==> src/design/cmpp_pkg.sv <==
package cmpp_pkg;

    typedef struct packed {
        logic [7:0]  data_byte;
        logic        first_byte;
        logic [15:0] payload_length;
    } in_item_t;

    typedef struct packed {
        logic [3:0]  field_tag;
        logic [63:0] field_value;
        logic        field_last;
        logic [7:0]  mention_number;
        logic        payload_done;
        logic [2:0]  parse_status;
    } out_item_t;

    // parse phases
    localparam logic [4:0] PH_IDLE   = 5'd0;
    localparam logic [4:0] PH_FLAGS  = 5'd1;
    localparam logic [4:0] PH_STAMP  = 5'd2;
    localparam logic [4:0] PH_ILEN   = 5'd3;
    localparam logic [4:0] PH_IDATA  = 5'd4;
    localparam logic [4:0] PH_SLEN   = 5'd5;
    localparam logic [4:0] PH_SDATA  = 5'd6;
    localparam logic [4:0] PH_CLENH  = 5'd7;
    localparam logic [4:0] PH_CLENL  = 5'd8;
    localparam logic [4:0] PH_CDATA  = 5'd9;
    localparam logic [4:0] PH_OLEN   = 5'd10;
    localparam logic [4:0] PH_ODATA  = 5'd11;
    localparam logic [4:0] PH_RLEN   = 5'd12;
    localparam logic [4:0] PH_RDATA  = 5'd13;
    localparam logic [4:0] PH_PLEN   = 5'd14;
    localparam logic [4:0] PH_PHI    = 5'd15;
    localparam logic [4:0] PH_PLO    = 5'd16;
    localparam logic [4:0] PH_MCOUNT = 5'd17;
    localparam logic [4:0] PH_MLEN   = 5'd18;
    localparam logic [4:0] PH_MDATA  = 5'd19;
    localparam logic [4:0] PH_HLEN   = 5'd20;
    localparam logic [4:0] PH_HDATA  = 5'd21;
    localparam logic [4:0] PH_FINISH = 5'd22;

    // field tags
    localparam logic [3:0] TAG_FLAGS     = 4'd0;
    localparam logic [3:0] TAG_STAMP     = 4'd1;
    localparam logic [3:0] TAG_ID        = 4'd2;
    localparam logic [3:0] TAG_SENDER    = 4'd3;
    localparam logic [3:0] TAG_CONTENT   = 4'd4;
    localparam logic [3:0] TAG_ENC       = 4'd5;
    localparam logic [3:0] TAG_ORIG      = 4'd6;
    localparam logic [3:0] TAG_RECIP     = 4'd7;
    localparam logic [3:0] TAG_PEER      = 4'd8;
    localparam logic [3:0] TAG_MENTION   = 4'd9;
    localparam logic [3:0] TAG_CHANNEL   = 4'd10;
    localparam logic [3:0] TAG_STATUS    = 4'd11;

    // status codes
    localparam logic [2:0] ST_OK        = 3'd0;
    localparam logic [2:0] ST_SHORT     = 3'd1;
    localparam logic [2:0] ST_ID_OVF    = 3'd2;
    localparam logic [2:0] ST_SNDR_OVF  = 3'd3;
    localparam logic [2:0] ST_CONT_OVF  = 3'd4;
    localparam logic [2:0] ST_TRUNC     = 3'd5;

    localparam logic [15:0] MIN_PAYLOAD = 16'd13;
    localparam logic [7:0]  FLAG_ENC    = 8'h80;

    localparam int unsigned NUM_OPT = 5;
    localparam logic [7:0] OPT_MASK [NUM_OPT] = '{8'h04, 8'h08, 8'h10, 8'h20, 8'h40};
    localparam logic [4:0] OPT_PHASE [NUM_OPT] =
        '{PH_OLEN, PH_RLEN, PH_PLEN, PH_MCOUNT, PH_HLEN};

    // first optional field at or after slot k whose flag is set
    function automatic logic [4:0] next_opt(input logic [7:0] flags, input logic [2:0] k);
        logic [4:0] r;
        r = PH_FINISH;
        for (int i = NUM_OPT - 1; i >= 0; i--) begin
            if ((3'(i) >= k) && ((flags & OPT_MASK[i]) != 8'h00)) begin
                r = OPT_PHASE[i];
            end
        end
        return r;
    endfunction

    // {valid, nibble}
    function automatic logic [4:0] hex_val(input logic [7:0] c);
        logic [4:0] r;
        r = 5'd0;
        if (c >= 8'h30 && c <= 8'h39) begin
            r = {1'b1, 4'(c - 8'h30)};
        end else if (c >= 8'h61 && c <= 8'h66) begin
            r = {1'b1, 4'(c - 8'h57)};
        end else if (c >= 8'h41 && c <= 8'h46) begin
            r = {1'b1, 4'(c - 8'h37)};
        end
        return r;
    endfunction

endpackage

==> src/design/cmpp_core.sv <==
module cmpp_core (
    input  logic              aclk,
    input  logic              aresetn,
    input  logic              step,
    input  cmpp_pkg::in_item_t item,
    output logic              res_valid,
    output cmpp_pkg::out_item_t res
);
    import cmpp_pkg::*;

    logic [4:0]  phase_reg, phase_next;
    logic [15:0] pos_reg, pos_next;
    logic [15:0] total_reg, total_next;
    logic [15:0] remain_reg, remain_next;
    logic [7:0]  flags_reg, flags_next;
    logic [63:0] stamp_reg, stamp_next;
    logic [7:0]  mleft_reg, mleft_next;
    logic [7:0]  mcount_reg, mcount_next;
    logic [4:0]  nibble_reg, nibble_next;
    logic        stopped_reg, stopped_next;

    // effective state after a possible restart
    logic [4:0]  ph_e;
    logic [15:0] pos_e, tot_e, rem_e;
    logic [7:0]  flg_e, ml_e, mc_e;
    logic [63:0] stp_e;
    logic [4:0]  nib_e;
    logic        stop_e;

    logic [7:0]  b;
    logic [15:0] pos1, room, len16, rem_dec;
    logic [4:0]  nxt, hx;
    logic [7:0]  ml_dec;
    logic        have, ended, last;
    logic [3:0]  tag;
    logic [2:0]  status;
    logic [7:0]  mnum;
    logic [63:0] val;

    always_comb begin
        b      = item.data_byte;
        ph_e   = item.first_byte ? PH_FLAGS : phase_reg;
        pos_e  = item.first_byte ? 16'd0 : pos_reg;
        tot_e  = item.first_byte ? item.payload_length : total_reg;
        rem_e  = item.first_byte ? 16'd0 : remain_reg;
        flg_e  = item.first_byte ? 8'd0 : flags_reg;
        stp_e  = item.first_byte ? 64'd0 : stamp_reg;
        ml_e   = item.first_byte ? 8'd0 : mleft_reg;
        mc_e   = item.first_byte ? 8'd0 : mcount_reg;
        nib_e  = item.first_byte ? 5'd0 : nibble_reg;
        stop_e = item.first_byte ? 1'b0 : stopped_reg;

        pos1    = pos_e + 16'd1;
        room    = tot_e - pos1;
        rem_dec = rem_e - 16'd1;
        ml_dec  = ml_e - 8'd1;
        len16   = rem_e | {8'd0, b};
        hx      = hex_val(b);

        phase_next   = ph_e;
        pos_next     = pos_e;
        total_next   = tot_e;
        remain_next  = rem_e;
        flags_next   = flg_e;
        stamp_next   = stp_e;
        mleft_next   = ml_e;
        mcount_next  = mc_e;
        nibble_next  = nib_e;
        stopped_next = stop_e;

        have   = 1'b0;
        ended  = 1'b0;
        last   = 1'b0;
        tag    = TAG_STATUS;
        status = ST_OK;
        mnum   = 8'd0;
        val    = 64'd0;
        nxt    = ph_e;

        if (item.first_byte && item.payload_length < MIN_PAYLOAD) begin
            // too short: answer on the first beat and ignore the rest
            stopped_next = 1'b1;
            phase_next   = PH_IDLE;
            res_valid    = 1'b1;
            res          = '{field_tag: TAG_STATUS, field_value: 64'd0, field_last: 1'b0,
                             mention_number: 8'd0, payload_done: 1'b1,
                             parse_status: ST_SHORT};
        end else if (stop_e || ph_e == PH_IDLE || ph_e == PH_FINISH || pos_e >= tot_e) begin
            res_valid = 1'b0;
            res       = '0;
        end else begin
            pos_next = pos1;
            case (ph_e)
                PH_FLAGS: begin
                    flags_next  = b;
                    have        = 1'b1;
                    tag         = TAG_FLAGS;
                    val         = {56'd0, b};
                    last        = 1'b1;
                    remain_next = 16'd8;
                    stamp_next  = 64'd0;
                    nxt         = PH_STAMP;
                end
                PH_STAMP: begin
                    stamp_next  = {stp_e[55:0], b};
                    remain_next = rem_dec;
                    if (rem_dec == 16'd0) begin
                        have = 1'b1;
                        tag  = TAG_STAMP;
                        val  = {stp_e[55:0], b};
                        last = 1'b1;
                        nxt  = PH_ILEN;
                    end
                end
                PH_ILEN, PH_SLEN, PH_OLEN, PH_RLEN, PH_PLEN, PH_HLEN: begin
                    if (ph_e == PH_PLEN) begin
                        nibble_next = 5'd0;
                    end
                    if ({8'd0, b} > room) begin
                        ended = 1'b1;
                        case (ph_e)
                            PH_ILEN: status = ST_ID_OVF;
                            PH_SLEN: status = ST_SNDR_OVF;
                            default: status = ST_TRUNC;
                        endcase
                    end else begin
                        remain_next = {8'd0, b};
                        if (b != 8'd0) begin
                            case (ph_e)
                                PH_ILEN: nxt = PH_IDATA;
                                PH_SLEN: nxt = PH_SDATA;
                                PH_OLEN: nxt = PH_ODATA;
                                PH_RLEN: nxt = PH_RDATA;
                                PH_PLEN: nxt = PH_PHI;
                                default: nxt = PH_HDATA;
                            endcase
                        end else begin
                            case (ph_e)
                                PH_ILEN: nxt = PH_SLEN;
                                PH_SLEN: nxt = PH_CLENH;
                                PH_OLEN: nxt = next_opt(flg_e, 3'd1);
                                PH_RLEN: nxt = next_opt(flg_e, 3'd2);
                                PH_PLEN: nxt = next_opt(flg_e, 3'd3);
                                default: nxt = PH_FINISH;
                            endcase
                        end
                    end
                end
                PH_CLENH: begin
                    remain_next = {b, 8'd0};
                    nxt         = PH_CLENL;
                end
                PH_CLENL: begin
                    if (len16 > room) begin
                        ended  = 1'b1;
                        status = ST_CONT_OVF;
                    end else begin
                        remain_next = len16;
                        nxt = (len16 != 16'd0) ? PH_CDATA : next_opt(flg_e, 3'd0);
                    end
                end
                PH_PHI: begin
                    nibble_next = hx[4] ? hx : 5'd0;
                    remain_next = rem_dec;
                    nxt = (rem_dec != 16'd0) ? PH_PLO : next_opt(flg_e, 3'd3);
                end
                PH_PLO: begin
                    remain_next = rem_dec;
                    if (hx[4] && nib_e[4]) begin
                        have = 1'b1;
                        tag  = TAG_PEER;
                        val  = {56'd0, nib_e[3:0], hx[3:0]};
                        last = rem_dec <= 16'd1;
                    end
                    nibble_next = 5'd0;
                    nxt = (rem_dec != 16'd0) ? PH_PHI : next_opt(flg_e, 3'd3);
                end
                PH_MCOUNT: begin
                    if (b == 8'd0) begin
                        nxt = next_opt(flg_e, 3'd4);
                    end else begin
                        mleft_next  = b;
                        mcount_next = 8'd0;
                        nxt         = PH_MLEN;
                    end
                end
                PH_MLEN: begin
                    if ({8'd0, b} > room) begin
                        ended  = 1'b1;
                        status = ST_TRUNC;
                    end else if (b == 8'd0) begin
                        mcount_next = mc_e + 8'd1;
                        mleft_next  = ml_dec;
                        nxt = (ml_dec != 8'd0) ? PH_MLEN : next_opt(flg_e, 3'd4);
                    end else begin
                        remain_next = {8'd0, b};
                        nxt         = PH_MDATA;
                    end
                end
                PH_MDATA: begin
                    have        = 1'b1;
                    tag         = TAG_MENTION;
                    val         = {56'd0, b};
                    mnum        = mc_e;
                    remain_next = rem_dec;
                    if (rem_dec == 16'd0) begin
                        last        = 1'b1;
                        mcount_next = mc_e + 8'd1;
                        mleft_next  = ml_dec;
                        nxt = (ml_dec != 8'd0) ? PH_MLEN : next_opt(flg_e, 3'd4);
                    end
                end
                default: begin
                    // plain data bytes of id, sender, content, orig sender, recipient, channel
                    have        = 1'b1;
                    val         = {56'd0, b};
                    remain_next = rem_dec;
                    case (ph_e)
                        PH_IDATA: tag = TAG_ID;
                        PH_SDATA: tag = TAG_SENDER;
                        PH_CDATA: tag = ((flg_e & FLAG_ENC) != 8'h00) ? TAG_ENC : TAG_CONTENT;
                        PH_ODATA: tag = TAG_ORIG;
                        PH_RDATA: tag = TAG_RECIP;
                        default:  tag = TAG_CHANNEL;
                    endcase
                    if (rem_dec == 16'd0) begin
                        last = 1'b1;
                        case (ph_e)
                            PH_IDATA: nxt = PH_SLEN;
                            PH_SDATA: nxt = PH_CLENH;
                            PH_CDATA: nxt = next_opt(flg_e, 3'd0);
                            PH_ODATA: nxt = next_opt(flg_e, 3'd1);
                            PH_RDATA: nxt = next_opt(flg_e, 3'd2);
                            default:  nxt = PH_FINISH;
                        endcase
                    end
                end
            endcase

            if (!ended) begin
                if (nxt == PH_FINISH) begin
                    ended = 1'b1;
                end else if (room == 16'd0) begin
                    // payload ran out: fine before an optional field, else truncated
                    ended  = 1'b1;
                    status = (nxt inside {PH_OLEN, PH_RLEN, PH_PLEN, PH_MCOUNT, PH_MLEN,
                                          PH_HLEN}) ? ST_OK : ST_TRUNC;
                end
            end
            if (ended) begin
                stopped_next = 1'b1;
                phase_next   = PH_FINISH;
            end else begin
                phase_next = nxt;
            end

            res_valid = have || ended;
            if (have) begin
                res = '{field_tag: tag, field_value: val, field_last: last,
                        mention_number: mnum, payload_done: ended,
                        parse_status: ended ? status : ST_OK};
            end else begin
                res = '{field_tag: TAG_STATUS, field_value: 64'd0, field_last: 1'b0,
                        mention_number: 8'd0, payload_done: ended,
                        parse_status: ended ? status : ST_OK};
            end
        end
    end

    always_ff @(posedge aclk) begin
        if (!aresetn) begin
            phase_reg   <= PH_IDLE;
            pos_reg     <= 16'd0;
            total_reg   <= 16'd0;
            remain_reg  <= 16'd0;
            flags_reg   <= 8'd0;
            stamp_reg   <= 64'd0;
            mleft_reg   <= 8'd0;
            mcount_reg  <= 8'd0;
            nibble_reg  <= 5'd0;
            stopped_reg <= 1'b0;
        end else if (step) begin
            phase_reg   <= phase_next;
            pos_reg     <= pos_next;
            total_reg   <= total_next;
            remain_reg  <= remain_next;
            flags_reg   <= flags_next;
            stamp_reg   <= stamp_next;
            mleft_reg   <= mleft_next;
            mcount_reg  <= mcount_next;
            nibble_reg  <= nibble_next;
            stopped_reg <= stopped_next;
        end
    end

endmodule

==> src/design/chat_message_payload_parser.sv <==
// Channel   Direction  Payload                 Handshake
// s_        in         cmpp_pkg::in_item_t     s_valid / s_ready
// m_        out        cmpp_pkg::out_item_t    m_valid / m_ready
//
// One payload byte per cycle, sustained unless a full result register waits on m_ready.
// Each beat sits in an input register, goes through the combinational parser logic and
// its result, if any, lands in the result register, from which it shows on m_.
// aresetn (synchronous) clears the parse state and both valid flags.
// s_ready drops only while the input register holds a beat and the result
// register is full and not being taken.
module chat_message_payload_parser (
    input  logic                aclk,
    input  logic                aresetn,
    input  logic                s_valid,
    output logic                s_ready,
    input  cmpp_pkg::in_item_t  s_item,
    output logic                m_valid,
    input  logic                m_ready,
    output cmpp_pkg::out_item_t m_item
);
    import cmpp_pkg::*;

    logic      in_valid_reg, in_valid_next;
    in_item_t  in_item_reg;
    logic      out_valid_reg, out_valid_next;
    out_item_t out_item_reg;
    logic      advance;
    logic      res_valid;
    out_item_t res;

    assign advance = in_valid_reg && (!out_valid_reg || m_ready);
    assign s_ready = !in_valid_reg || advance;

    cmpp_core u_core (
        .aclk      (aclk),
        .aresetn   (aresetn),
        .step      (advance),
        .item      (in_item_reg),
        .res_valid (res_valid),
        .res       (res)
    );

    always_comb begin
        in_valid_next = in_valid_reg;
        if (s_valid && s_ready) begin
            in_valid_next = 1'b1;
        end else if (advance) begin
            in_valid_next = 1'b0;
        end
        out_valid_next = out_valid_reg;
        if (advance) begin
            out_valid_next = res_valid;
        end else if (m_ready) begin
            out_valid_next = 1'b0;
        end
    end

    always_ff @(posedge aclk) begin
        if (!aresetn) begin
            in_valid_reg  <= 1'b0;
            out_valid_reg <= 1'b0;
        end else begin
            in_valid_reg  <= in_valid_next;
            out_valid_reg <= out_valid_next;
        end
    end

    always_ff @(posedge aclk) begin
        if (s_valid && s_ready) begin
            in_item_reg <= s_item;
        end
        if (advance && res_valid) begin
            out_item_reg <= res;
        end
    end

    assign m_valid = out_valid_reg;
    assign m_item  = out_item_reg;

endmodule

==> config.mk <==
export PLATFORM = sky130hd
export DESIGN_NAME = chat_message_payload_parser
export DESIGN_NICKNAME = d
export VERILOG_FILES = /design/src/design/cmpp_pkg.sv /design/src/design/cmpp_core.sv /design/src/design/chat_message_payload_parser.sv
export SDC_FILE = /design/constraint.sdc
export NUM_CORES = 1
export LEC_CHECK = 0
export ABC_AREA = 1
export CORE_MARGIN = 2
export CORE_UTILIZATION = 35
export DETAILED_ROUTE_END_ITERATION = 16
export DONT_BUFFER_PORTS = 1
export PLACE_DENSITY = 0.47
export SLEW_MARGIN = 20
export SYNTH_ARGS = -nofsm -noshare
export SYNTH_HDL_FRONTEND = slang
export SYNTH_SLANG_ARGS = --single-unit
==> constraint.sdc <==
create_clock -name aclk -period 18 [get_ports aclk]
set_input_delay 2.7 -clock aclk [delete_from_list [all_inputs] [get_ports aclk]]
set_output_delay 2.7 -clock aclk [all_outputs]
set_load 0.01 [all_outputs]
Word-level counts from Yosys, hierarchy flattened

Cells that the tools add are included.

Bits in registers: 255
Input port bits: 29

Bitwise operators: 3
Muxes and demuxes: 121
Eq/ne operators: 28
Reductions and logical operators: 33
Add/subtract/negate cells: 8
Magnitude comparators: 11

Operator list:

| kind                    | number |
|---|---|
| $mux W64                | 4 |
| $pmux W64 S3            | 1 |
| $mux W16                | 11 |
| $mux W81                | 2 |
| $mux W8                 | 20 |
| $mux W5                 | 30 |
| $pmux W64 S2            | 1 |
| $pmux W16 S6            | 1 |
| $pmux W5 S5             | 3 |
| $eq A5 B4 Y1 const B    | 11 |
| $eq A5 B5 Y1 const B    | 10 |
| $pmux W5 S10            | 1 |
| $pmux W8 S3             | 2 |
| $pmux W4 S5             | 2 |
| $logic_not A16 Y1       | 2 |
| $reduce_bool A16 Y1     | 2 |
| $mux W3                 | 9 |
| $mux W1                 | 25 |
| $eq A5 B3 Y1 const B    | 4 |
| $add A16 B1 Y16 const B | 1 |
| $ge A16 B16 Y1          | 1 |
| $ge A8 B7 Y1 const B    | 2 |
| $gt A16 B16 Y1          | 1 |
| $gt A8 B16 Y1           | 1 |
| other kinds (36)        | 57 |

Depth between registers and ports, before layout

Word-level depth: 20
Depth in mapped cells: 43
Mapped depth without buffers: 39

Cells and area by module

Synthesis repeated with hierarchy kept, for this count alone.

Cell total of the unflattened synthesis: 2,329
Area, all modules: 16,325.7 um^2

Modules (own cells, without submodules):

| module                      | sequential area each (um^2) | cells an instance | times used | area each (um^2) |
|---|---|---|---|---|
| cmpp_core                   | 2,742.6                     | 2,206             | 1          | 13,035.0 |
| chat_message_payload_parser | 3,223.1                     | 123               | 1          | 3,290.7 |

Least setup slack after synthesis

Ideal clock, no wire load.

Path kind: register -> register
Start point: reg in_item_reg[16] in the netlist's numbering
End point: reg out_item_reg (netlist bit m_item[0]), enable pin
Buffers on the path: 6
Setup time: 0.435 ns
Period minus slack after synthesis: 7.382 ns
Cell stages (with the launch flop): 43
Required time: 17.565 ns
Arrival time: 6.947 ns
Path slack: 10.618 ns
Cell sequence: edfxtp_1 > inv_4 > buf_8 > buf_6 > buf_2 > buf_2 > clkbuf_1 > clkbuf_1 > nand2_1 > xor2_1 > ha_1 > nand2_1 > o21ai_0 > nand2_1 > nand2_1 > nand2_1 > nand2_1 > nand3_1 > [... 7 more ...] > nand3_1 > nor3_1 > nand2_1 > o2111ai_1 > nand2_1 > inv_1 > nand2_1 > nand3_1 > o211ai_1 > nor3b_1 > nand2_2 > nand2_2 > nand3_2 > o21bai_4 > nand2_2 > nand3_1 > nand2_1 > inv_1

Cells in the longest elaborated chain, start to end: 20
Elaborated cells between the ends (all ways): 95
Those cells by class: 4 x add/sub; 3 x order compare; 22 x eq/ne; 49 x mux; 1 x bitwise; 16 x reduce/logical

Ends and longest elaborated chain:

| what                                                                     | line                              | source |
|---|---|---|
| start: declaration                                                       | chat_message_payload_parser.sv:24 | `in_item_t in_item_reg;` |
| start signal: assignment                                                 | chat_message_payload_parser.sv:70 | `in_item_reg <= s_item;` |
| parallel branches: the longest is 18 deep, another holds $add A16 B1 Y16 | -                                 |  |
| $mux W1 (*)                                                              | cmpp_core.sv:80                   | `if (item.first_byte && item.payload_length < MIN_PAYLOAD) begin` |
| $logic_and A1 B1 Y1 (*)                                                  | chat_message_payload_parser.sv:72 | `if (advance && res_valid) begin` |
| end signal: assignment                                                   | chat_message_payload_parser.sv:73 | `out_item_reg <= res;` |
| end: declaration                                                         | chat_message_payload_parser.sv:26 | `out_item_t out_item_reg;` |

Mark *: on every way between the ends. The select of a mux whose other input is x is not followed.
A chain may end at the register's enable or synchronous reset.

Final worst setup path

Start point: reg in_item_reg[16] in the netlist's numbering
End point: reg out_item_reg (netlist bit m_item[10]), enable pin

The elaborated chain is that of the path after synthesis.

==> results.toml <==
[sta]
maxSlewHeadroom = 0.290
period_share = 0.431
finClkSkew_ns = 0.0136
hold-worst-slack_ns = 0.452
hold_viol_final = 0
worst_slew_pin_slew_ns = 1.06
rsz0062_at_grt = "false"
setup_tns_ns = 0
maxSlewViolCount = 0
max_freq_ghz = 0.129
worst_slack_ns = 10.24
finalSetupViolations = 0
fin_crit_ns = 7.76

[final_layout]
drive_gt1_frac = 0.0769
syn2layout_area_growth_pct = 8.75
largest_register_ffs = 81
final_util = 0.386
nFillCells = 4791
multi_input_area_um2 = 8810
antenna_cells = 0
seq_area_um2 = 5970
fin_nets = 2303

[clocking]
cts_resized = 0
clk_pin_slew_ns = 0.06
cts_tree = "done"
cts_buffer_depth = 3
clk_latency_ns = 0.58
post_cts_buffers = 0
htreeDepth = 1
ctsHoldBuffers = 0
cts_num_sinks = 245
cts_root_buf = "clkbuf_16"
cts_buffers = 29

[synthesis]
netlist_area_um2 = 16100
synthTopCellsByArea = "edfxtp_1 (20%), dfxtp_1 (17%), nand2_1 (13%)"
synth_flop_cell = "dfxtp_1"
synth_common_cells = "nand2_1 (556), a21oi_1 (271), nor2_1 (200), inv_1 (196), o21ai_0 (169)"
synth-edff-count = 106
synthCells = 2277
synth-seq-area-share = 0.370
synth_fp_nets = 2365
synthDistinctLibCells = 62
yosysTopAreaCell = "edfxtp_1"
async_flop_share = 0
yosysMostFrequentCell = "nand2_1"
ys_ff_latch = 245
yosys_warnings = 0
syn_area_per_cell_um2 = 7.07
synth_top_cell_area_share = 0.198

[placed_design]
pre_cts_ws_ns = 10.11
gp_congestion = 0.929
hpwlAfterDp_um = 39700
port_buffers = 0

[pwr]
p_leak_nw = 6.82
vdd_drop_max_mv = 0.0723
p_per_area_nw_per_um2 = 89.8
power.total_mw = 1.57

[status]
outcome = "completed"

[global_route]
antenna_found_initial = 0
grt_max_degree = 82
grt_pass1_vias = 14800
gr-usage-all-layers = 0.231
grt_overflow = 0
grt_pass1_wl_um = 86800

[setup_path]
crit_buf_inv = 9
worstPathMaxFanout = 81
max_stage_delay_ns = 0.61
critical_path_class = "reg -> reg"
end_kind = "register"
regToRegSetupSlack_ns = 10.24
crit_family = "simple AND/OR/NAND/NOR gates"
critPathArrivalTime_ns = 7.97
crit_top_cell = "nand2_1"
cpMaxStageDelayCell = "buf_4"
startpoint_type = "register"
critPathRequiredTime_ns = 18.21

[die]
fp-row-count = 78
core_um2 = 45400
io_pins = 112
die_w_um = 219
die_height_um = 219
start_util = 0.355
die_area_um2 = 47800

[job]
cap_violations = 0

[routing]
drcViolationCount = 0
ant_nets = 0
num_vias = 15800
drt_iter0_markers = 1505
wire_per_inst_um = 19.8
viasPerCell = 5.55
wirelength_um = 56300
drt-pass1-iter-count = 7

[hold_path]
min_path_type = "reg -> reg"
## stage by stage
stage / instance area (um2) / instances
after CTS: 17500 / 2838
after global routing: 17500 / 2838
after detailed placement: 16500 / 2784
after floorplan: 16100 / 2277
final: 17500 / 2838
after global placement: 16500 / 2784
## report_power, final
| part | internal, mW | total (mW) | switching, mW |
|---|---|---|---|
| combinational | 0.0931 | 0.331 | 0.238 |
| clock | 0.353 | 0.606 | 0.253 |
| sequential | 0.612 | 0.636 | 0.0246 |
## layout make-up
class,count,share of cell area
clock buffers,37,0.0449
clock inverters,17,0.0106
inverters,227,0.0492
multi-input cells,1692,0.503
flip-flops and latches,245,0.341
well taps,600,0.0429
repair buffers,20,0.00879
## worst reg2reg max path, delay by kind of cell, from the launching register on
family	cells	cell delay [ns]
fa+ha+maj	3	1.01
simple gates	20	2.67
compound gates	5	0.96
flops	1	0.35
buf+inv	9	2.29
## cells by family (layout without fill, tap and decap cells)
family	Yosys count	count (layout)	synth area share
mux	1	1	0.000621
xor+xnor	36	36	0.0196
fa+ha+maj	59	59	0.0463
buf+inv	340	301	0.0847
simple gates	993	993	0.267
compound gates	603	603	0.212
flops	245	245	0.370
## path summary, 6_finish.rpt
kind / from / to / depth (start not counted)
min: u_core.total_reg[13] / u_core.total_reg[13] / 2
max: in_item_reg[16] / m_item[10] / 37
min reg2reg: u_core.total_reg[13] / u_core.total_reg[13] / 2
max reg2reg: in_item_reg[16] / m_item[10] / 37
## cell usage in the layout, fill, tap and decap left out, types with 4 or more instances in the layout
cell type and n:
nor4_1 9, nor2_2 12, nor2_4 5, nand3_1 93
nand2_2 29, nand3_2 16, o21ai_1 11, nand2_1 554
nor3_1 29, clkinv_1 6, edfxtp_1 106, xnor2_1 7
ha_1 58, a31oi_1 8, xor2_1 29, o22ai_1 44
a211oi_1 7, o21ai_0 169, o211ai_1 30, nor4_2 4
nand4_1 27, inv_1 195, nor2_1 199, o32ai_1 21
inv_2 23, buf_4 19, clkinv_2 7, dfxtp_1 139
clkbuf_1 5, o221ai_1 20, clkbuf_16 29, a21oi_1 271
## routing by layer
metal | vias to the layer above | wire length, um | global-route usage | share of wire
met5 | - | 0 | 0 | 0
met4 | 0 | 1510 | 0.0664 | 0.027
met3 | 77 | 3250 | 0.0242 | 0.058
met2 | 501 | 25900 | 0.380 | 0.46
met1 | 7507 | 25600 | 0.319 | 0.45
li1 | 7677 | - | - | -
No activity file was read; power rests on OpenSTA's default activity.
